`src/mrf_pkg.sv`:
```
// mrf_pkg: shared types, constants and the crc byte step of the read request framer
// no dependencies
package mrf_pkg;

  localparam int unsigned ByteW     = 8;
  localparam int unsigned WordW     = 16;
  localparam int unsigned CfgIdxW   = 2;
  localparam int unsigned FrameLen  = 8;
  localparam int unsigned CrcSpan   = 6;
  localparam int unsigned QueueDepth = 2;

  localparam logic [WordW-1:0] CrcInit = 16'hFFFF;
  localparam logic [WordW-1:0] CrcPoly = 16'hA001;

  localparam logic [ByteW-1:0] SlaveAddrRst   = 8'd1;
  localparam logic [ByteW-1:0] RequestCodeRst = 8'd3;

  // configuration register indexes
  localparam logic [CfgIdxW-1:0] RegSlaveAddr   = 2'd0;
  localparam logic [CfgIdxW-1:0] RegRequestCode = 2'd1;

  // one queued request with its header bytes attached
  typedef struct packed {
    logic [ByteW-1:0] slave_address;
    logic [ByteW-1:0] request_code;
    logic [WordW-1:0] start_register;
    logic [WordW-1:0] register_total;
  } req_t;

  // crc-16 modbus, one byte folded in, bit by bit lsb first
  function automatic logic [WordW-1:0] crc_byte(input logic [WordW-1:0] crc,
                                                 input logic [ByteW-1:0] data);
    logic [WordW-1:0] acc;
    acc = crc ^ {{(WordW-ByteW){1'b0}}, data};
    for (int b = 0; b < ByteW; b++) begin
      if (acc[0]) begin
        acc = (acc >> 1) ^ CrcPoly;
      end else begin
        acc = acc >> 1;
      end
    end
    return acc;
  endfunction

endpackage

```
`src/mrf_if.sv`:
```
// mrf_req_if / mrf_frame_if: valid-ready channels of the read request framer
// depends on mrf_pkg
interface mrf_req_if;
  logic                          valid;
  logic                          ready;
  logic [mrf_pkg::WordW-1:0]     start_register;
  logic [mrf_pkg::WordW-1:0]     register_total;

  modport source (output valid, output start_register, output register_total, input ready);
  modport sink   (input valid, input start_register, input register_total, output ready);
endinterface

interface mrf_frame_if;
  logic                          valid;
  logic                          ready;
  logic [mrf_pkg::ByteW-1:0]     frame_byte;
  logic                          frame_end;

  modport source (output valid, output frame_byte, output frame_end, input ready);
  modport sink   (input valid, input frame_byte, input frame_end, output ready);
endinterface

```
`src/mrf_front.sv`:
```
// mrf_front: configuration registers, request intake and header attach
// depends on mrf_pkg, mrf_if
module mrf_front (
  input  logic                         clk_i,
  input  logic                         rst_ni,
  input  logic                         cfg_we_i,
  input  logic [mrf_pkg::CfgIdxW-1:0]  cfg_idx_i,
  input  logic [mrf_pkg::ByteW-1:0]    cfg_wdata_i,
  mrf_req_if.sink                      req_i,
  input  logic                         q_full_i,
  output logic                         q_push_o,
  output mrf_pkg::req_t                q_data_o
);
  import mrf_pkg::*;

  logic [ByteW-1:0] slave_addr_q, slave_addr_d;
  logic [ByteW-1:0] req_code_q, req_code_d;

  always_comb begin
    slave_addr_d = slave_addr_q;
    req_code_d   = req_code_q;
    if (cfg_we_i) begin
      if (cfg_idx_i == RegSlaveAddr) begin
        slave_addr_d = cfg_wdata_i;
      end else if (cfg_idx_i == RegRequestCode) begin
        req_code_d = cfg_wdata_i;
      end
    end
  end

  always_ff @(posedge clk_i or negedge rst_ni) begin
    if (!rst_ni) begin
      slave_addr_q <= SlaveAddrRst;
      req_code_q   <= RequestCodeRst;
    end else begin
      slave_addr_q <= slave_addr_d;
      req_code_q   <= req_code_d;
    end
  end

  assign req_i.ready = !q_full_i;
  assign q_push_o    = req_i.valid && !q_full_i;

  always_comb begin
    q_data_o.slave_address  = slave_addr_q;
    q_data_o.request_code   = req_code_q;
    q_data_o.start_register = req_i.start_register;
    q_data_o.register_total = req_i.register_total;
  end

endmodule

```
`src/mrf_queue.sv`:
```
// mrf_queue: small register queue between intake and frame sequencer
// depends on mrf_pkg
module mrf_queue #(
  parameter int unsigned Depth = mrf_pkg::QueueDepth
) (
  input  logic          clk_i,
  input  logic          rst_ni,
  input  logic          push_i,
  input  mrf_pkg::req_t push_data_i,
  output logic          full_o,
  input  logic          pop_i,
  output logic          valid_o,
  output mrf_pkg::req_t pop_data_o
);
  import mrf_pkg::*;

  localparam int unsigned PtrW = (Depth > 1) ? $clog2(Depth) : 1;
  localparam int unsigned CntW = $clog2(Depth + 1);

  req_t            mem_q [Depth];
  logic [PtrW-1:0] wr_ptr_q, wr_ptr_d;
  logic [PtrW-1:0] rd_ptr_q, rd_ptr_d;
  logic [CntW-1:0] cnt_q, cnt_d;

  assign full_o     = (cnt_q == CntW'(Depth));
  assign valid_o    = (cnt_q != '0);
  assign pop_data_o = mem_q[rd_ptr_q];

  always_comb begin
    wr_ptr_d = wr_ptr_q;
    rd_ptr_d = rd_ptr_q;
    cnt_d    = cnt_q;
    if (push_i) begin
      wr_ptr_d = (wr_ptr_q == PtrW'(Depth - 1)) ? '0 : wr_ptr_q + 1'b1;
    end
    if (pop_i) begin
      rd_ptr_d = (rd_ptr_q == PtrW'(Depth - 1)) ? '0 : rd_ptr_q + 1'b1;
    end
    if (push_i && !pop_i) begin
      cnt_d = cnt_q + 1'b1;
    end else if (pop_i && !push_i) begin
      cnt_d = cnt_q - 1'b1;
    end
  end

  always_ff @(posedge clk_i or negedge rst_ni) begin
    if (!rst_ni) begin
      wr_ptr_q <= '0;
      rd_ptr_q <= '0;
      cnt_q    <= '0;
    end else begin
      wr_ptr_q <= wr_ptr_d;
      rd_ptr_q <= rd_ptr_d;
      cnt_q    <= cnt_d;
    end
  end

  always_ff @(posedge clk_i) begin
    if (push_i) begin
      mem_q[wr_ptr_q] <= push_data_i;
    end
  end

endmodule

```
`src/mrf_back.sv`:
```
// mrf_back: byte sequencer with running crc and output register
// depends on mrf_pkg, mrf_if
module mrf_back (
  input  logic          clk_i,
  input  logic          rst_ni,
  input  logic          q_valid_i,
  input  mrf_pkg::req_t q_data_i,
  output logic          q_pop_o,
  mrf_frame_if.source   frame_o
);
  import mrf_pkg::*;

  localparam int unsigned IdxW = $clog2(FrameLen);

  req_t             item_q;
  logic             busy_q;
  logic [IdxW-1:0]  idx_q;
  logic [WordW-1:0] crc_q;
  logic             out_valid_q;
  logic [ByteW-1:0] out_byte_q;
  logic             out_end_q;

  logic             out_free;
  logic             emit;
  logic             last;
  logic             load;
  logic [ByteW-1:0] cur_byte;

  always_comb begin
    unique case (idx_q)
      3'd0:    cur_byte = item_q.slave_address;
      3'd1:    cur_byte = item_q.request_code;
      3'd2:    cur_byte = item_q.start_register[WordW-1:ByteW];
      3'd3:    cur_byte = item_q.start_register[ByteW-1:0];
      3'd4:    cur_byte = item_q.register_total[WordW-1:ByteW];
      3'd5:    cur_byte = item_q.register_total[ByteW-1:0];
      3'd6:    cur_byte = crc_q[ByteW-1:0];
      default: cur_byte = crc_q[WordW-1:ByteW];
    endcase
  end

  assign out_free = !out_valid_q || frame_o.ready;
  assign emit     = busy_q && out_free;
  assign last     = (idx_q == IdxW'(FrameLen - 1));
  // next request is taken the cycle the last byte leaves, so frames run back to back
  assign load     = q_valid_i && (!busy_q || (emit && last));
  assign q_pop_o  = load;

  assign frame_o.valid      = out_valid_q;
  assign frame_o.frame_byte = out_byte_q;
  assign frame_o.frame_end  = out_end_q;

  always_ff @(posedge clk_i or negedge rst_ni) begin
    if (!rst_ni) begin
      busy_q      <= 1'b0;
      idx_q       <= '0;
      out_valid_q <= 1'b0;
    end else begin
      if (out_free) begin
        out_valid_q <= emit;
      end
      if (load) begin
        busy_q <= 1'b1;
        idx_q  <= '0;
      end else if (emit) begin
        if (last) begin
          busy_q <= 1'b0;
        end
        idx_q <= idx_q + 1'b1;
      end
    end
  end

  always_ff @(posedge clk_i) begin
    if (load) begin
      item_q <= q_data_i;
      crc_q  <= CrcInit;
    end else if (emit && (idx_q < IdxW'(CrcSpan))) begin
      crc_q <= crc_byte(crc_q, cur_byte);
    end
    if (emit) begin
      out_byte_q <= cur_byte;
      out_end_q  <= last;
    end
  end

endmodule

```
`src/modbus_read_request_framer.sv`:
```
// modbus_read_request_framer: top level, read request in, 8-byte rtu request frame out
// depends on mrf_pkg, mrf_if, mrf_front, mrf_queue, mrf_back
//
//  channel   | dir | handshake           | payload
//  ----------+-----+---------------------+-----------------------------------
//  req_i     | in  | valid / ready       | start_register[15:0], register_total[15:0]
//  frame_o   | out | valid / ready       | frame_byte[7:0], frame_end
//  cfg       | in  | cfg_we_i, no stall  | cfg_idx_i[1:0], cfg_wdata_i[7:0]
//
// each request yields eight byte transactions, one per cycle while frame_o is ready;
// the output byte sequencer takes the next request as the last byte of a frame goes out
// after the request transaction the first byte passes the queue, the sequencer item register, then the output register
// the crc is folded in one byte per cycle while frame_o is ready as header bytes go out, ready for bytes 6 and 7
// reset clears the queue, the sequencer and the output valid; config returns to 1 and 3
// a stall on frame_o holds the byte in place; requests keep entering until the queue fills
module modbus_read_request_framer #(
  parameter int unsigned QDepth = mrf_pkg::QueueDepth
) (
  input  logic                        clk_i,
  input  logic                        rst_ni,
  input  logic                        cfg_we_i,
  input  logic [mrf_pkg::CfgIdxW-1:0] cfg_idx_i,
  input  logic [mrf_pkg::ByteW-1:0]   cfg_wdata_i,
  mrf_req_if.sink                     req_i,
  mrf_frame_if.source                 frame_o
);
  import mrf_pkg::*;

  // front to queue
  logic q_push;
  logic q_full;
  req_t q_wdata;

  // queue to back
  logic q_pop;
  logic q_valid;
  req_t q_rdata;

  // intake: holds device address and function code, attaches them to each request
  mrf_front u_front (
    .clk_i       (clk_i),
    .rst_ni      (rst_ni),
    .cfg_we_i    (cfg_we_i),
    .cfg_idx_i   (cfg_idx_i),
    .cfg_wdata_i (cfg_wdata_i),
    .req_i       (req_i),
    .q_full_i    (q_full),
    .q_push_o    (q_push),
    .q_data_o    (q_wdata)
  );

  // decouples intake from the byte sequencer
  mrf_queue #(
    .Depth (QDepth)
  ) u_queue (
    .clk_i       (clk_i),
    .rst_ni      (rst_ni),
    .push_i      (q_push),
    .push_data_i (q_wdata),
    .full_o      (q_full),
    .pop_i       (q_pop),
    .valid_o     (q_valid),
    .pop_data_o  (q_rdata)
  );

  // walks the eight frame bytes, crc low then high byte last
  mrf_back u_back (
    .clk_i     (clk_i),
    .rst_ni    (rst_ni),
    .q_valid_i (q_valid),
    .q_data_i  (q_rdata),
    .q_pop_o   (q_pop),
    .frame_o   (frame_o)
  );

endmodule
```
`src/flat_wrapper.sv`:
```
// flat-port wrapper written by rule: the top's interface ports become plain ports
module modbus_read_request_framer_flat import mrf_pkg::*;
#(
  parameter int unsigned QDepth = mrf_pkg::QueueDepth
)
  (clk_i, rst_ni, cfg_we_i, cfg_idx_i, cfg_wdata_i, req_i_valid, req_i_start_register, req_i_register_total, req_i_ready, frame_o_valid, frame_o_frame_byte, frame_o_frame_end, frame_o_ready);
  mrf_req_if req_i_i ();
  mrf_frame_if frame_o_i ();
  input  logic clk_i;
  input  logic rst_ni;
  input  logic cfg_we_i;
  input  logic [mrf_pkg::CfgIdxW-1:0] cfg_idx_i;
  input  logic [mrf_pkg::ByteW-1:0] cfg_wdata_i;
  input wire logic [$bits(req_i_i.valid)-1:0] req_i_valid;
  input wire logic [$bits(req_i_i.start_register)-1:0] req_i_start_register;
  input wire logic [$bits(req_i_i.register_total)-1:0] req_i_register_total;
  output wire logic [$bits(req_i_i.ready)-1:0] req_i_ready;
  output wire logic [$bits(frame_o_i.valid)-1:0] frame_o_valid;
  output wire logic [$bits(frame_o_i.frame_byte)-1:0] frame_o_frame_byte;
  output wire logic [$bits(frame_o_i.frame_end)-1:0] frame_o_frame_end;
  input wire logic [$bits(frame_o_i.ready)-1:0] frame_o_ready;
  assign req_i_i.valid = req_i_valid;
  assign req_i_i.start_register = req_i_start_register;
  assign req_i_i.register_total = req_i_register_total;
  assign req_i_ready = req_i_i.ready;
  assign frame_o_valid = frame_o_i.valid;
  assign frame_o_frame_byte = frame_o_i.frame_byte;
  assign frame_o_frame_end = frame_o_i.frame_end;
  assign frame_o_i.ready = frame_o_ready;
  modbus_read_request_framer #(.QDepth(QDepth)) u_core (.clk_i(clk_i), .rst_ni(rst_ni), .cfg_we_i(cfg_we_i), .cfg_idx_i(cfg_idx_i), .cfg_wdata_i(cfg_wdata_i), .req_i(req_i_i), .frame_o(frame_o_i));
endmodule
```
`config.mk`:
```
export PLATFORM = sky130hd
export DESIGN_NAME = modbus_read_request_framer_flat
export DESIGN_NICKNAME = d
export VERILOG_FILES = /design/src/mrf_pkg.sv /design/src/mrf_if.sv /design/src/mrf_front.sv /design/src/mrf_queue.sv /design/src/mrf_back.sv /design/src/modbus_read_request_framer.sv /design/src/flat_wrapper.sv
export SDC_FILE = /design/constraint.sdc
export NUM_CORES = 1
export LEC_CHECK = 0
export ABC_AREA = 0
export BUFFER_PORTS_ARGS = -buffer_cell sky130_fd_sc_hd__buf_2
export CORE_UTILIZATION = 60
export DETAILED_ROUTE_END_ITERATION = 10
export PLACE_DENSITY = 0.8
export SLEW_MARGIN = 20
export SYNTH_ARGS = -nofsm -noshare
export SYNTH_HDL_FRONTEND = slang
export SYNTH_SLANG_ARGS = --single-unit
```
`constraint.sdc`:
```
create_clock -name clk_i -period 5.15 [get_ports clk_i]
set_input_delay 0.2575 -clock clk_i [delete_from_list [all_inputs] [get_ports clk_i]]
set_output_delay 0.2575 -clock clk_i [all_outputs]
set_load 0.1 [all_outputs]
```
# After elaboration in Yosys (flattened, before gate mapping)
# Memories as Yosys holds them, arrays and structs flattened. A register that Yosys moved wholly into a read port is not among the register bits.
# Cells that the tools add are included.
totals:
  inputBits: 47
  reg_bits: 50
  latchBits: 0
  romBits: 0
  wordCells: 94
  out_inout_bits: 11
  mem_bits_rw: 96
  memories: 1
op_classes:
  eq_ne: 9
  shifts: 0
  mux: 34
  n_reduce_logical: 23
  add_sub_neg: 5
  multipliers: 0
  div_mod_pow: 0
  bitwise: 10
  n_lt_le_gt_ge: 1
memory_table:
  columns: ["name", "words", "word_bits", "rd", "rd_clocked_by_memory_dff", "write_ports", "line", "rtl"]
  rows:
  - ["u_core.u_queue.mem_q", 2, 48, 1, 1, 1, "mrf_queue.sv:20", "req_t mem_q [Depth];"]
op_table:
  columns: ["op", "n"]
  rows:
  - ["$mux 16", 22]
  - ["$pmux 8 s7", 1]
  - ["$not 2->3", 8]
  - ["$xor 16x8->16", 1]
  - ["$eq 3x3->1 const B", 4]
  - ["$reduce_bool 2->1", 4]
  - ["$logic_and 1x1->1", 7]
  - ["$mux 1", 7]
  - ["$eq 3x2->1 const B", 2]
  - ["$mux 3", 2]
  - ["$logic_not 1->1", 5]
  - ["$mux 2", 2]
  - ["$reduce_and 2->1", 2]
  - ["$add 3x1->3 const B", 1]
  - ["$eq 3x1->1 const B", 1]
  - ["$logic_not 3->1", 1]
  - ["$lt 3x3->1 const B", 1]
  - ["$reduce_and 3->1", 1]
  - ["$add 1x1->1 const B", 2]
  - ["$add 2x1->2 const B", 1]
  - ["$eq 2x1->1 const B", 1]
  - ["$eq 2x2->1 const B", 1]
  - ["$logic_not 2->1", 1]
  - ["$logic_or 1x1->1", 2]
  - ["2 further kinds", 2]

# Depth between registers and ports, before layout
depth:
  word_depth: 33
  ltp_mapped: 13
  mapped_depth_nobuf: 10

# Cells and area by module
# A second synthesis with hierarchy kept.
unflattened:
  cells_unflattened: 475
  area_unflattened_um2: 7897.6
modules_own_cells:
  columns: ["mod", "instances", "area_per_inst_um2", "seq_area_each_um2", "cells_per_inst"]
  rows:
  - ["mrf_queue", 1, 3698.5, 2982.9, 165]
  - ["mrf_back", 1, 3334.4, 2157.1, 242]
  - ["mrf_front", 1, 864.6, 404.1, 68]

# Least setup slack after synthesis
# OpenSTA, ideal clock, no wires.
synth_timing:
  path_type: "reg-to-reg"
  startpoint: "register u_core.u_queue.cnt_q[0]"
  endpoint: "memory u_core.u_queue.mem_q[0][0] in the netlist's numbering (enable)"
  n_path_buf: 0
  setup_ns: 0.454
  arrival_ns: 3.530
  t_required_ns: 4.696
  setup_slack_ns: 1.166
  path_stages_with_launch: 4
  synth_period_minus_slack_ns: 3.984
  path_cell_list: "dfrtp_1 -> nand2b_1 -> nand2_1 -> nor2_1"
synth_via:
  elab_chain_len: 5
synth_rtl:
  columns: ["item", "line", "rtl"]
  rows:
  - ["from (decl)", "mrf_queue.sv:23", "logic [CntW-1:0] cnt_q, cnt_d;"]
  - ["from (signal assigned)", "mrf_queue.sv:54", "cnt_q <= cnt_d;"]
  - ["$eq 2x2->1", "mrf_queue.sv:25", "assign full_o = (cnt_q == CntW'(Depth));"]
  - ["$logic_not 1->1", null, null]
  - ["net req_i_ready", "flat_wrapper.sv:17", "output wire logic [$bits(req_i_i.ready)-1:0] req_i_ready;"]
  - ["$logic_and 1x1->1", "mrf_front.sv:42", "assign q_push_o = req_i.valid && !q_full_i;"]
  - ["$mux 1", "mrf_queue.sv:59", "if (push_i) begin"]
  - ["$mux 1 (implied by the code)", "mrf_queue.sv:60", "mem_q[wr_ptr_q] <= push_data_i;"]
  - ["to (decl)", "mrf_queue.sv:20", null]
# The timed path passes the listed nets, and every way through them passes these cells.

# Worst setup path after layout
layout_timing:
  startpoint: "register u_core.u_back.idx_q[1]"
  endpoint: "register u_core.u_back.crc_q[15]"
layout_via:
  elab_chain_len: 26
  elab_cells_between_ends: 44
  cone_classes: "order compare: 1; eq/ne: 7; mux: 23; bitwise: 8; reduce/logical: 5"
layout_rtl:
  columns: ["item", "line", "rtl"]
  rows:
  - ["from (decl)", "mrf_back.sv:17", "logic [IdxW-1:0] idx_q;"]
  - ["from (signal assigned)", "mrf_back.sv:69", "idx_q <= idx_q + 1'b1;"]
  - ["$eq 3x3->1 (tied with other cells)", "mrf_back.sv:30", "unique case (idx_q)"]
  - ["$pmux 8 s7 (*)", "mrf_back.sv:30", null]
  - ["net u_core.u_back.cur_byte[3]", "mrf_back.sv:27", "logic [ByteW-1:0] cur_byte;"]
  - ["$xor 16x8->16 (*)", "mrf_pkg.sv:34", "acc = crc ^ {{(WordW-ByteW){1'b0}}, data};"]
  - ["$mux 16 (*)", "mrf_pkg.sv:36", "if (acc[0]) begin"]
  - ["$mux 16 (*)", "mrf_back.sv:78", "end else if (emit && (idx_q < IdxW'(CrcSpan))) begin"]
  - ["$mux 16 (*)", "mrf_back.sv:75", "if (load) begin"]
  - ["$mux 16 (*)", "mrf_pkg.sv:36", null]
  - ["[... 11 more ...]", null, null]
  - ["$mux 16 (*)", "mrf_back.sv:75", null]
  - ["$mux 16 (*)", "mrf_pkg.sv:36", null]
  - ["$mux 16 (*)", "mrf_back.sv:78", null]
  - ["$mux 16 (*)", "mrf_back.sv:75", null]
  - ["$mux 16 (*)", "mrf_pkg.sv:36", null]
  - ["$mux 16 (*)", "mrf_back.sv:78", null]
  - ["$mux 16 (*)", "mrf_back.sv:75", null]
  - ["$mux 16 (*)", "mrf_pkg.sv:36", null]
  - ["to (signal assigned)", "mrf_back.sv:77", "crc_q <= CrcInit;"]
  - ["to (signal assigned)", "mrf_back.sv:79", "crc_q <= crc_byte(crc_q, cur_byte);"]
  - ["to (decl)", "mrf_back.sv:18", "logic [WordW-1:0] crc_q;"]
# Mark *: on every way through the listed nets, which the timed path passes. The rest lies on a longest branch. The select of a mux whose other input is x is not followed.
# A chain may end at the register's enable or synchronous reset.

==> flow_metrics.tcl <==
set metrics [dict create \
    path_class "reg -> reg" \
    die-height_um 115 \
    cts.sinks 194 \
    hold_viol 0 \
    tightestPinTransition_ns 0.882 \
    gp_congestion 0.866 \
    insertedDiodeCount 0 \
    wl_per_cell_um 18.5 \
    preCtsSetupSlack_ns 1.69 \
    grt_pass1_vias 3970 \
    ios 58 \
    routed_wl_mm 12.9 \
    fin_crit_ns 3.50 \
    start_util_pct 62.5 \
    fillers 791 \
    status "complete, no violations" \
    holdPathEnd "u_core.u_queue.mem_q[1][0]" \
    synth_top_area_share_pct 60.2 \
    max_cap_violations 0 \
    synth_ff_type "edfxtp_1" \
    grt_antenna_before_repair 0 \
    cp.depth 10 \
    setup-tns-final_ns 0 \
    synth_seq_area_share_pct 72.6 \
    rsz0062_at_grt "false" \
    nets 572 \
    route.antenna.remaining_nets 0 \
    post_cts_buffers 0 \
    fmax_ghz 0.286 \
    cts_tree "yes" \
    clockRootBuffer "clkbuf_16" \
    crit_slowest_cell "or4_4" \
    yosys_warnings 0 \
    dr_total_vias 3862 \
    critPathLaunchType "register" \
    path_delay_family "simple AND/OR/NAND/NOR gates" \
    critPathArrivalTime_ns 3.81 \
    path_cells "ha_1 > ha_1 > or4_4 > nor2_2 > a31oi_2 > xnor2_2 > xnor2_2 > xor3_1 > and3_1 > a2111o_1" \
    grt-ovfl-total 0 \
    reg2reg_depth 10 \
    yosysMostFrequentCell "edfxtp_1" \
    hold_path_class "in -> reg" \
    yosys.area.top_type "edfxtp_1" \
    async_flop_share_pct 12.9 \
    critPathRequiredTime_ns 5.46 \
    drc 0 \
    syn_nets 494 \
    syn_inst 440 \
    seqCellArea_um2 5550 \
    htree_num_levels 4 \
    critPathMaxFanout 16 \
    final_max_slew_viol_count 0 \
    cts.path.max_buffers 2 \
    ir_drop_uv 437 \
    synth_area_um2 7630 \
    hold_depth 1 \
    finalCritPeriodShare_pct 67.9 \
    pwr_density_cell_nw_per_um2 726 \
    synth_edf_count 153 \
    cp-end-kind "register" \
    r2r-start "u_core.u_back.idx_q[1]" \
    max-slew-margin-rel_pct 41.2 \
    clock_latency_ns 0.44 \
    dr.pass1.iters 5 \
    setup_viol 0 \
    rows 40 \
    fin_worst_skew_ns 0.0134 \
    hpwl_mm 8.26 \
    synth_commonest_cells "153 x edfxtp_1, 71 x mux2_2, 35 x nand2_1" \
    syn_area_per_cell_um2 17.3 \
    dieArea_um2 13200 \
    drive_above_1_share_pct 35.2 \
    final_util_pct 72.2 \
    grt_first_pass_wirelength_mm 20.8 \
    whs_ns 0.0126 \
    rrSetupSlack_ns 1.65 \
    via_per_inst 5.53 \
    ys_top_cells_by_area "edfxtp_1 60%, mux2_2 10%, dfrtp_1 7.2%, dfxtp_1 4.2%, nand2_1 1.7%" \
    leakagePower_nw 3.19 \
    min_from "req_i_register_total[0]" \
    clk_pin_slew_ns 0.07 \
    core_um2 12200 \
    path_buf_inv 0 \
    grt_max_degree 55 \
    setup_ws_ns 1.65 \
    cts_inserted_buffers 17 \
    post_synth_num_cell_types 48 \
    first_iter_violations 267 \
    area_growth_pct 15.5 \
    port_buffers 57 \
    chipWidth_um 115 \
    multi_input_area_um2 1990 \
    slowest_delay_ns 0.67 \
    r2r-end "u_core.u_back.crc_q[15]" \
    grt.total_usage_pct 21.9 \
    ys_seq_elements 194 \
]
## worst reg2reg max path, cell delays in order (launching register included)
cell      delay [ns]
dfrtp_1         0.44
ha_1            0.24
ha_1            0.33
or4_4           0.68
nor2_2          0.15
a31oi_2         0.07
xnor2_2         0.25
xnor2_2         0.17
xor3_1          0.50
and3_1          0.19
a2111o_1        0.37
## cell families after synthesis
group           count (synthesis)  share of synthesized area, %
flops                         194                          72.6
buf+inv                        23                          1.51
mux                            71                          10.5
simple gates                   64                          3.95
fa+ha+maj                       7                          1.15
xor+xnor                       27                          4.46
compound gates                 54                          5.82
## layout make-up
type / count / area share [%]
clock buffers: 19 / 4.91
clock inverters: 13 / 1.73
inverters: 7 / 0.312
multi-input cells: 223 / 22.6
flip-flops and latches: 194 / 62.9
well taps: 168 / 2.38
repair buffers: 75 / 5.17
## worst max-delay path by stage
| stage | startpoint | to | slack [ns] |
|---|---|---|---|
| 4_1_cts | u_core.u_back.idx_q[1] | u_core.u_back.crc_q[15] | 1.67 |
| 5_1_grt | u_core.u_back.idx_q[1] | u_core.u_back.crc_q[15] | 1.54 |
| 2_1_floorplan | u_core.u_queue.cnt_q[0] | u_core.u_queue.mem_q[0][0] | 1.17 |
| 3_3_place_gp | u_core.u_back.idx_q[0] | u_core.u_back.crc_q[15] | 1.81 |
| 6_report | u_core.u_back.idx_q[1] | u_core.u_back.crc_q[15] | 1.65 |
| 3_5_place_dp | u_core.u_back.idx_q[1] | u_core.u_back.crc_q[15] | 1.69 |
## cell usage in the layout (no fill, tap or decap), types with 4 or more instances in the layout
| cell | instances |
|---|---|
| edfxtp_1 | 153 |
| mux2_2 | 71 |
| buf_2 | 57 |
| nand2_1 | 35 |
| dfrtp_1 | 21 |
| clkbuf_16 | 17 |
| dfxtp_1 | 16 |
| dlygate4sd3_1 | 14 |
| o211ai_1 | 10 |
| xnor2_1 | 9 |
| xnor2_2 | 8 |
| a22oi_1 | 7 |
| nor2_1 | 7 |
| xor2_1 | 7 |
| ha_1 | 7 |
| nand3_1 | 6 |
| inv_1 | 5 |
| a21oi_1 | 5 |
| o21ai_0 | 4 |
| a31oi_2 | 4 |
| buf_4 | 4 |
## through the flow
| step | power [mW] | instances | cell area, µm² |
|---|---|---|---|
| global route | 6.74 | 699 | 8820 |
| CTS | 6.44 | 698 | 8790 |
| detailed placement | 5.15 | 653 | 8080 |
| finish | 6.40 | 699 | 8820 |
| floorplan | 4.70 | 440 | 7630 |
| global placement | 5.03 | 653 | 8080 |
## sequential cells by signal, indices dropped and copies added (netlist names)
signal	flops
u_core.u_queue.rd_ptr_q	1
u_core.u_back.busy_q	1
u_core.u_back.frame_o.frame_end	1
u_core.u_queue.cnt_q	2
u_core.u_back.item_q	48
u_core.u_front.req_code_q	8
u_core.u_queue.wr_ptr_q	1
u_core.u_front.slave_addr_q	8
u_core.u_back.frame_o.valid	1
u_core.u_back.idx_q	3
u_core.u_back.frame_o.frame_byte	8
u_core.u_queue.mem_q	96
u_core.u_back.crc_q	16
## layer usage
metal  track usage, %  share of wire (%)  vias up
li1                 -                  -     1843
met4             7.45                1.1        0
met3             5.90                3.8       14
met2             36.8                 52       96
met1             28.0                 43     1909
met5                0                  0        -
## where the power goes
part           internal, mW  switching (mW)  total, mW
clock                 0.724           0.574       1.30
combinational          1.27            1.36       2.63
sequential             2.20           0.272       2.47
total                  4.20            2.20       6.40
## what timing repair did
action | in CTS | in global routing
hold endpoints to repair | 45 | 2
resized for setup | 0 | 0
hold buffers | 13 | 1
No activity file was read; power rests on OpenSTA's default activity.
